### src/hdl/hhp_pkg.sv
package hhp_pkg;

   // Width of the running count; the count saturates at all ones.
   localparam int COUNT_WIDTH     = 31;
   // Width of the count field on the result channel.
   localparam int OUT_COUNT_WIDTH = 31;
   // Room for acc * 10 + 9 without wrapping.
   localparam int PROD_WIDTH      = COUNT_WIDTH + 4;

   typedef logic [1:0]                 kind_type;
   typedef logic [7:0]                 byte_type;
   typedef logic [COUNT_WIDTH-1:0]     count_type;
   typedef logic [OUT_COUNT_WIDTH-1:0] out_count_type;
   typedef logic [3:0]                 digit_type;

   localparam kind_type KIND_ENTRY = 2'd0;
   localparam kind_type KIND_END   = 2'd1;
   localparam kind_type KIND_ERROR = 2'd2;

   localparam byte_type CHAR_ZERO    = 8'h30;
   localparam byte_type CHAR_NINE    = 8'h39;
   localparam byte_type CHAR_NEWLINE = 8'h0A;

   localparam count_type COUNT_MAX = {COUNT_WIDTH{1'b1}};

endpackage

### src/hdl/histogram_header_parser_core.sv
// Symbol-frequency header parser.
//
// Input channel (req_*): one raw header byte per item. Each entry is a symbol
// byte, decimal digits, then a newline; other bytes inside an entry are
// skipped. Result channel (rsp_*): kind, symbol and count of a finished
// entry. Kind ENTRY carries a nonzero count, END marks the zero-count stop
// entry, ERROR flags a nonzero symbol not above the previous one. After END
// or ERROR all bytes are swallowed until reset.
//
// Latency: the result for a newline byte is on rsp_* the cycle after that
// byte is taken. Throughput: one byte per cycle while req_stall is low;
// the parse state updates in a single pass through the decimal shift-add
// and the ordering compare. One result register sits on the output.
// req_stall is raised only while that register holds an item and the
// receiver stalls it; a held result stays unchanged until taken.
//
// Reset (synchronous, active high) clears the parse state and empties the
// result register; the next byte is treated as a symbol byte.
module histogram_header_parser_core (
   input  logic                     clock,
   input  logic                     reset,
   input  logic                     req_valid,
   output logic                     req_stall,
   input  hhp_pkg::byte_type        req_byte_in,
   output logic                     rsp_valid,
   input  logic                     rsp_stall,
   output hhp_pkg::kind_type        rsp_kind,
   output hhp_pkg::byte_type        rsp_symbol,
   output hhp_pkg::out_count_type   rsp_count
);

   // parse state
   logic                   in_digits_ff, in_digits_in;
   hhp_pkg::byte_type      cur_sym_ff, cur_sym_in;
   hhp_pkg::byte_type      prev_sym_ff, prev_sym_in;
   hhp_pkg::count_type     acc_ff, acc_in;
   logic                   finished_ff, finished_in;
   logic                   failed_ff, failed_in;

   // result register
   logic                   rsp_valid_ff, rsp_valid_in;
   hhp_pkg::kind_type      rsp_kind_ff, rsp_kind_in;
   hhp_pkg::byte_type      rsp_symbol_ff, rsp_symbol_in;
   hhp_pkg::out_count_type rsp_count_ff, rsp_count_in;

   logic                   accept;
   logic                   emit;
   logic                   is_digit;
   hhp_pkg::byte_type      digit_off;
   hhp_pkg::count_type     acc_step;

   assign req_stall = rsp_valid_ff && rsp_stall;
   assign accept    = req_valid && !req_stall;
   assign is_digit  = req_byte_in inside {[hhp_pkg::CHAR_ZERO:hhp_pkg::CHAR_NINE]};
   assign digit_off = req_byte_in - hhp_pkg::CHAR_ZERO;

   hhp_digit_acc u_digit_acc (
      .acc      (acc_ff),
      .digit    (digit_off[3:0]),
      .acc_next (acc_step)
   );

   always_comb begin
      in_digits_in  = in_digits_ff;
      cur_sym_in    = cur_sym_ff;
      prev_sym_in   = prev_sym_ff;
      acc_in        = acc_ff;
      finished_in   = finished_ff;
      failed_in     = failed_ff;
      emit          = 1'b0;
      rsp_kind_in   = rsp_kind_ff;
      rsp_symbol_in = rsp_symbol_ff;
      rsp_count_in  = rsp_count_ff;

      if (accept && !finished_ff && !failed_ff) begin
         if (!in_digits_ff) begin
            // any byte here is the symbol, newline and digits included
            cur_sym_in   = req_byte_in;
            acc_in       = '0;
            in_digits_in = 1'b1;
         end else if (is_digit) begin
            acc_in = acc_step;
         end else if (req_byte_in == hhp_pkg::CHAR_NEWLINE) begin
            in_digits_in  = 1'b0;
            emit          = 1'b1;
            rsp_symbol_in = cur_sym_ff;
            rsp_count_in  = hhp_pkg::OUT_COUNT_WIDTH'(acc_ff);
            if (acc_ff == '0) begin
               // stop mark, no ordering check
               finished_in = 1'b1;
               rsp_kind_in = hhp_pkg::KIND_END;
            end else if (cur_sym_ff != '0 && cur_sym_ff <= prev_sym_ff) begin
               failed_in   = 1'b1;
               rsp_kind_in = hhp_pkg::KIND_ERROR;
            end else begin
               prev_sym_in = cur_sym_ff;
               rsp_kind_in = hhp_pkg::KIND_ENTRY;
            end
         end
      end
   end

   always_comb begin
      if (emit) begin
         rsp_valid_in = 1'b1;
      end else if (!rsp_stall) begin
         rsp_valid_in = 1'b0;
      end else begin
         rsp_valid_in = rsp_valid_ff;
      end
   end

   always_ff @(posedge clock) begin
      if (reset) begin
         in_digits_ff <= 1'b0;
         cur_sym_ff   <= '0;
         prev_sym_ff  <= '0;
         acc_ff       <= '0;
         finished_ff  <= 1'b0;
         failed_ff    <= 1'b0;
         rsp_valid_ff <= 1'b0;
      end else begin
         in_digits_ff <= in_digits_in;
         cur_sym_ff   <= cur_sym_in;
         prev_sym_ff  <= prev_sym_in;
         acc_ff       <= acc_in;
         finished_ff  <= finished_in;
         failed_ff    <= failed_in;
         rsp_valid_ff <= rsp_valid_in;
      end
   end

   always_ff @(posedge clock) begin
      rsp_kind_ff   <= rsp_kind_in;
      rsp_symbol_ff <= rsp_symbol_in;
      rsp_count_ff  <= rsp_count_in;
   end

   assign rsp_valid  = rsp_valid_ff;
   assign rsp_kind   = rsp_kind_ff;
   assign rsp_symbol = rsp_symbol_ff;
   assign rsp_count  = rsp_count_ff;

   // Once terminated, a drained result register stays empty.
   a_quiet_after_done: assert property (@(posedge clock) disable iff (reset)
      (finished_ff || failed_ff) && rsp_valid_ff && !rsp_stall |=> !rsp_valid_ff)
      else $error("result produced after stop mark or error");

   // A stop-mark result always coincides with the finished flag being set.
   a_end_sets_finished: assert property (@(posedge clock) disable iff (reset)
      rsp_valid_ff && rsp_kind_ff == hhp_pkg::KIND_END |-> finished_ff)
      else $error("stop mark reported without finished state");

   // A regular entry never carries a zero count.
   a_entry_nonzero: assert property (@(posedge clock) disable iff (reset)
      rsp_valid_ff && rsp_kind_ff == hhp_pkg::KIND_ENTRY |-> rsp_count_ff != '0)
      else $error("entry result with zero count");

endmodule

### src/hdl/hhp_digit_acc.sv
// Decimal shift-add: acc * 10 + digit, clamped at the count maximum.
module hhp_digit_acc (
   input  hhp_pkg::count_type acc,
   input  hhp_pkg::digit_type digit,
   output hhp_pkg::count_type acc_next
);

   logic [hhp_pkg::PROD_WIDTH-1:0] acc_ext;
   logic [hhp_pkg::PROD_WIDTH-1:0] prod;
   logic [hhp_pkg::PROD_WIDTH-1:0] max_ext;

   assign acc_ext = hhp_pkg::PROD_WIDTH'(acc);
   assign max_ext = hhp_pkg::PROD_WIDTH'(hhp_pkg::COUNT_MAX);
   // x*10 = x*8 + x*2
   assign prod    = (acc_ext << 3) + (acc_ext << 1) + hhp_pkg::PROD_WIDTH'(digit);

   always_comb begin
      if (prod > max_ext) begin
         acc_next = hhp_pkg::COUNT_MAX;
      end else begin
         acc_next = hhp_pkg::COUNT_WIDTH'(prod);
      end
   end

endmodule
### config.mk
export PLATFORM = sky130hd
export DESIGN_NAME = histogram_header_parser_core
export DESIGN_NICKNAME = d
export VERILOG_FILES = /design/src/hdl/hhp_pkg.sv /design/src/hdl/histogram_header_parser_core.sv /design/src/hdl/hhp_digit_acc.sv
export SDC_FILE = /design/constraint.sdc
export NUM_CORES = 1
export LEC_CHECK = 0
export BUFFER_PORTS_ARGS = -buffer_cell sky130_fd_sc_hd__buf_2
export CELL_PAD_IN_SITES_DETAIL_PLACEMENT = 1
export CELL_PAD_IN_SITES_GLOBAL_PLACEMENT = 1
export CORE_ASPECT_RATIO = 0.8
export CORE_MARGIN = 2
export CORE_UTILIZATION = 46
export DETAILED_ROUTE_END_ITERATION = 10
export MAX_ROUTING_LAYER = met4
export PLACE_DENSITY = 0.78
export SKIP_LAST_GASP = 1
export SLEW_MARGIN = 15
export SYNTH_ARGS = -nofsm -noshare
export SYNTH_HDL_FRONTEND = slang
export SYNTH_SLANG_ARGS = --single-unit
### constraint.sdc
create_clock -name clock -period 4.1 [get_ports clock]
set_clock_uncertainty 0.05 [all_clocks]
set_input_delay 0.615 -clock clock [delete_from_list [all_inputs] [get_ports clock]]
set_output_delay 0.615 -clock clock [all_outputs]
set_load 0.02 [all_outputs]
# After elaboration in Yosys (flattened, before gate mapping)
# Cells that the tools add are included.
# totals
register_bits	92
# classes
eq_ne	3
magnitude_cmp	4
bitwise_logic	4
n_reduce_logical	17
addsub	3
n_mux	13
# op_table
operator	n
$mux W31	3
$add A34 B32 Y35	1
$add A35 B4 Y35	1
$gt A35 B31 Y1 const B	1
$logic_not A31 Y1	1
$reduce_and A6 Y1	2
$mux W1	9
$eq A8 B4 Y1 const B	1
$ge A8 B6 Y1 const B	1
$le A8 B6 Y1 const B	1
$le A8 B8 Y1	1
$reduce_bool A8 Y1	1
$logic_and A1 B1 Y1	6
$reduce_and A5 Y1	1
$ne A2 B1 Y1 const B	2
$not A1 Y1	4
$reduce_and A2 Y1	2
$reduce_and A4 Y1	1
$sub A4 B1 Y4 const B	1
$logic_not A1 Y1	3
$mux W2	1

# Logic depth before layout (Yosys ltp)
# logic_depth
depth_word	7
ltp_mapped	14

# Hierarchy
# Synthesis repeated with hierarchy kept, for this count alone.
# hier_totals
hier_cells	638
hier_area_um2	6052.1
# by_module_without_submodules
module	n_inst	cells_each	area_per_inst_um2
histogram_header_parser_core	1	309	3493.4
hhp_digit_acc	1	329	2558.7

# Least setup slack after synthesis
# Ideal clock, no wire load.
# synth_timing
kind	input -> register
startpoint	input req_byte_in[3]
endpoint	register acc_ff[16]
cell_stages	14
required_time_ns	3.914
path_slack_ns	0.514
n_path_buf	1
arrival_ns	3.400
path_cell_list	inv_1 -> fa_1 -> inv_1 -> ha_1 -> a21oi_1 -> nor2_1 -> o211ai_1 -> a2111o_1 -> a211o_1 -> a21oi_1 -> o221ai_4 -> nor2_4 -> buf_2 -> a31oi_1
# synth_between
elab_chain_cells	6
# synth_rtl
item	line	rtl
start, declared	histogram_header_parser_core.sv:24	input hhp_pkg::byte_type req_byte_in,
$sub A4 B1 Y4	histogram_header_parser_core.sv:55	assign digit_off = req_byte_in - hhp_pkg::CHAR_ZERO;
$add A35 B4 Y35	hhp_digit_acc.sv:15	assign prod = (acc_ext << 3) + (acc_ext << 1) + hhp_pkg::PROD_WIDTH'(digit);
$gt A35 B31 Y1	hhp_digit_acc.sv:18	if (prod > max_ext) begin
$mux W31	hhp_digit_acc.sv:18	
$mux W31	histogram_header_parser_core.sv:81	end else if (is_digit) begin
$mux W31	histogram_header_parser_core.sv:76	if (!in_digits_ff) begin
end signal, assigned	histogram_header_parser_core.sv:126	acc_ff <= acc_in;
end, declared	histogram_header_parser_core.sv:36	hhp_pkg::count_type acc_ff, acc_in;
# Several ways; a longest one is shown, not always the timed one. The select of a mux whose other input is x is not followed.
# A chain may end at the register's enable or synchronous reset.

# Worst setup path after layout
# layout_timing
startpoint	register acc_ff[0]
endpoint	register acc_ff[2]
# layout_between
elab_chain_cells	6
# layout_rtl
item	line
$add A34 B32 Y35 (*)	hhp_digit_acc.sv:15
$add A35 B4 Y35 (*)	hhp_digit_acc.sv:15
$gt A35 B31 Y1	hhp_digit_acc.sv:18
$mux W31 (*)	hhp_digit_acc.sv:18
$mux W31 (*)	histogram_header_parser_core.sv:81
$mux W31 (*)	histogram_header_parser_core.sv:76
# Every way passes the cells marked *; elsewhere a longest branch is shown, timed or not. The select of a mux whose other input is x is not followed.

==> results_dict.tcl <==
set metrics [dict create \
    hpwl_um 12100 \
    reg2reg_depth 13 \
    crit_fanout 10 \
    r2r_setup_slack_ns 0.34 \
    cpLargestDelayFamily "compound AO/OA/AOI/OAI gates" \
    hold_depth 2 \
    post-route-period-util 0.917 \
    r2r_start "acc_ff[0]$_SDFFE_PP0P_" \
    drc 0 \
    ys_seq_area_frac 0.405 \
    yosysTopAreaCellShare 0.221 \
    switching_power_uw 550 \
    post_cts_buffers 0 \
    gr-total-overflow 0 \
    synth_top_area_cell "edfxtp_1" \
    status "completed" \
    cp-end-kind "register" \
    layout_setup_ws_ns 0.339 \
    finalPower_uw 2080 \
    die_area_um2 13000 \
    nNetsFinal 720 \
    start_util 0.478 \
    n_antenna_cell 0 \
    clkSinkCount 92 \
    finalSetupViolations 0 \
    comb_power_share 0.115 \
    required_ns 4.26 \
    h-tree-depth 3 \
    synth-edff-count 41 \
    dr.pass1.iters 4 \
    ys_warn_count 0 \
    cts_hold_buf 0 \
    p_leak_uw 0.00278 \
    fp.dieH_um 102 \
    wl_per_cell_um 20.8 \
    tns_ns 0 \
    hold_end "rsp_valid$_SDFFE_PP0P_" \
    postSynthCellCount 586 \
    gp_congestion 0.918 \
    cap_violations 0 \
    rsz0062_at_grt "false" \
    synthTopCellsByArea "edfxtp_1, dfxtp_1, ha_1" \
    cpPeakStageDelay_ns 0.57 \
    root_buffer "clkbuf_16" \
    hold_class "register to register" \
    p_per_area_nw_per_um2 330 \
    internal-power_uw 1530 \
    track_usage 0.271 \
    clk_pin_slew_ns 0.07 \
    slew_headroom 0.269 \
    wl_um 16400 \
    netlist_area_um2 5570 \
    swShare 0.264 \
    slew_violations 0 \
    grt_pass1_vias 5055 \
    cts_tree "done" \
    grt_pass1_wl_um 26700 \
    critical_path_buf_inv_count 2 \
    critPathSlowestCell "fa_1" \
    clockBufferDepth 2 \
    row_count 35 \
    fillers 1348 \
    ant_nets 0 \
    grt_start_max_net_pins 41 \
    io_pins 55 \
    drt_iter0_drc 286 \
    hold_viol 0 \
    postCtsResizedCells 0 \
    synth.avg_cell_area_um2 9.50 \
    numPortBuffers 54 \
    cts_buffers 9 \
    vias 4783 \
    p_clk_frac 0.404 \
    drive_above_1_share 0.137 \
    crit_arrival_ns 3.93 \
    hold_start "rsp_valid$_SDFFE_PP0P_" \
    clock_latency_ns 0.35 \
    synth-seq-cells 92 \
    p_seq_frac 0.481 \
    path_cells "inv_1, fa_1, inv_1, ha_1, a21oi_1, nor2_1, o211ai_1, a2111o_1, a211o_1, nor3b_1, o221ai_4, nor4_1, a2111oi_1" \
    ir_drop_mv 0.207 \
    synthDistinctLibCells 55 \
    ys_async_sr_fraction 0 \
    critPathKind "register to register" \
    antenna_found_initial 0 \
    synth-main-ff-cell "dfxtp_1" \
    period_needed_ns 3.76 \
    core_um2 11600 \
    layout-area-overhead-vs-synth_pct 13.4 \
    crit_top_cell "inv_1" \
    synth_common_cells "ha_1, a21oi_1, o21ai_0" \
    vias_per_cell 6.05 \
    r2r_end "acc_ff[2]$_SDFFE_PP0P_" \
    tightest_slew_ns 1.09 \
    start_kind "register" \
    fmax_mhz 266 \
    synth_nets 669 \
    yosysMostFrequentCell "ha_1" \
    die_w_um 127 \
    dp_slack_ns 0.0791 \
]
[metal layers]
metal | wire (um) | track usage
met5 | 0 | -
met4 | 268 | 0.0735
met1 | 7910 | 0.362
met2 | 7550 | 0.431
met3 | 698 | 0.0450
[power by group through the flow]
| stage | combinational (uW) | clock (uW) | sequential [uW] |
|---|---|---|---|
| 5_1_grt | 266 | 891 | 1000 |
| 4_1_cts | 238 | 846 | 1000 |
| 3_5_place_dp | 233 | 0 | 1020 |
| 6_report | 240 | 840 | 1000 |
| 3_3_place_gp | 221 | 0 | 1020 |
| 2_1_floorplan | 161 | 0 | 1010 |
[registers in the layout, summed over array words and instances, names as in the netlist]
| register | cells |
|---|---|
| rsp_symbol | 8 |
| cur_sym_ff | 8 |
| finished_ff | 1 |
| failed_ff | 1 |
| in_digits_ff | 1 |
| rsp_count | 31 |
| acc_ff | 31 |
| prev_sym_ff | 8 |
| rsp_kind | 2 |
| rsp_valid | 1 |
[layout by cell type, fill, tap and decap left out, types with 3 or more instances in the layout]
cell	Yosys	final
clkbuf_16	0	10
o211ai_1	7	7
edfxtp_1	41	41
a21oi_1	53	52
ha_1	69	69
nand4_1	9	9
xor2_1	10	10
a22oi_1	15	15
mux2i_1	8	8
nor4_1	17	17
xnor2_1	16	16
buf_2	4	54
a31oi_1	8	8
and3_1	5	5
inv_1	27	26
nand2_1	50	50
a21boi_0	4	4
buf_4	0	8
and2_1	3	3
dfxtp_1	51	51
nor2b_1	6	6
nor3_1	13	13
nor2_1	39	38
o21a_1	7	7
o21ai_0	52	52
a21o_1	12	12
nor3b_1	3	3
[stage by stage]
stage	hold slack [ns]	cell area (um2)	instances	util
3_3_place_gp	0.400	6010	774	0.516
5_1_grt	0.475	6310	790	0.542
2_1_floorplan	0.388	5570	586	-
6_report	0.452	6310	790	0.542
3_5_place_dp	0.441	6010	774	0.516
4_1_cts	0.461	6310	790	0.542
[worst reg2reg max path: cells and delay by family (launching register included)]
| kind | cells | cell delay, ns |
|---|---|---|
| simple gates | 3 | 0.48 |
| fa+ha+maj | 2 | 0.84 |
| compound gates | 6 | 1.70 |
| buf+inv | 2 | 0.18 |
| flops | 1 | 0.39 |
[worst max-delay path by stage]
stage	to	startpoint	slack, ns	cells after the start
2_1_floorplan	acc_ff[16]$_SDFFE_PP0P_	req_byte_in[3]	0.51	14
3_3_place_gp	acc_ff[21]$_SDFFE_PP0P_	req_byte_in[3]	0.21	14
3_5_place_dp	acc_ff[21]$_SDFFE_PP0P_	req_byte_in[3]	0.08	14
4_1_cts	acc_ff[2]$_SDFFE_PP0P_	acc_ff[0]$_SDFFE_PP0P_	0.34	13
5_1_grt	acc_ff[2]$_SDFFE_PP0P_	acc_ff[0]$_SDFFE_PP0P_	0.08	13
6_report	acc_ff[2]$_SDFFE_PP0P_	acc_ff[0]$_SDFFE_PP0P_	0.34	13
[cell families after synthesis]
| family | after synthesis | synth area share |
|---|---|---|
| multiplexers | 8 | 0.0144 |
| adder cells (fa/ha/maj) | 71 | 0.162 |
| AO/OA/AOI/OAI | 179 | 0.202 |
| XOR/XNOR | 26 | 0.0409 |
| buffers and inverters | 50 | 0.0348 |
| AND/OR/NAND/NOR | 160 | 0.141 |
| flip-flops | 92 | 0.405 |
[final cells by class]
class                           instances  area, um2  share of cell area
Clock buffer                           12        268              0.0424
Clock inverter                          4       30.0             0.00476
Inverter                               27        101              0.0161
Multi-Input combinational cell        444       3130               0.495
Sequential cell                        92       2250               0.357
Tap cell                              148        185              0.0293
Timing Repair Buffer                   63        350              0.0555
Power figures use the tool's default switching activity.
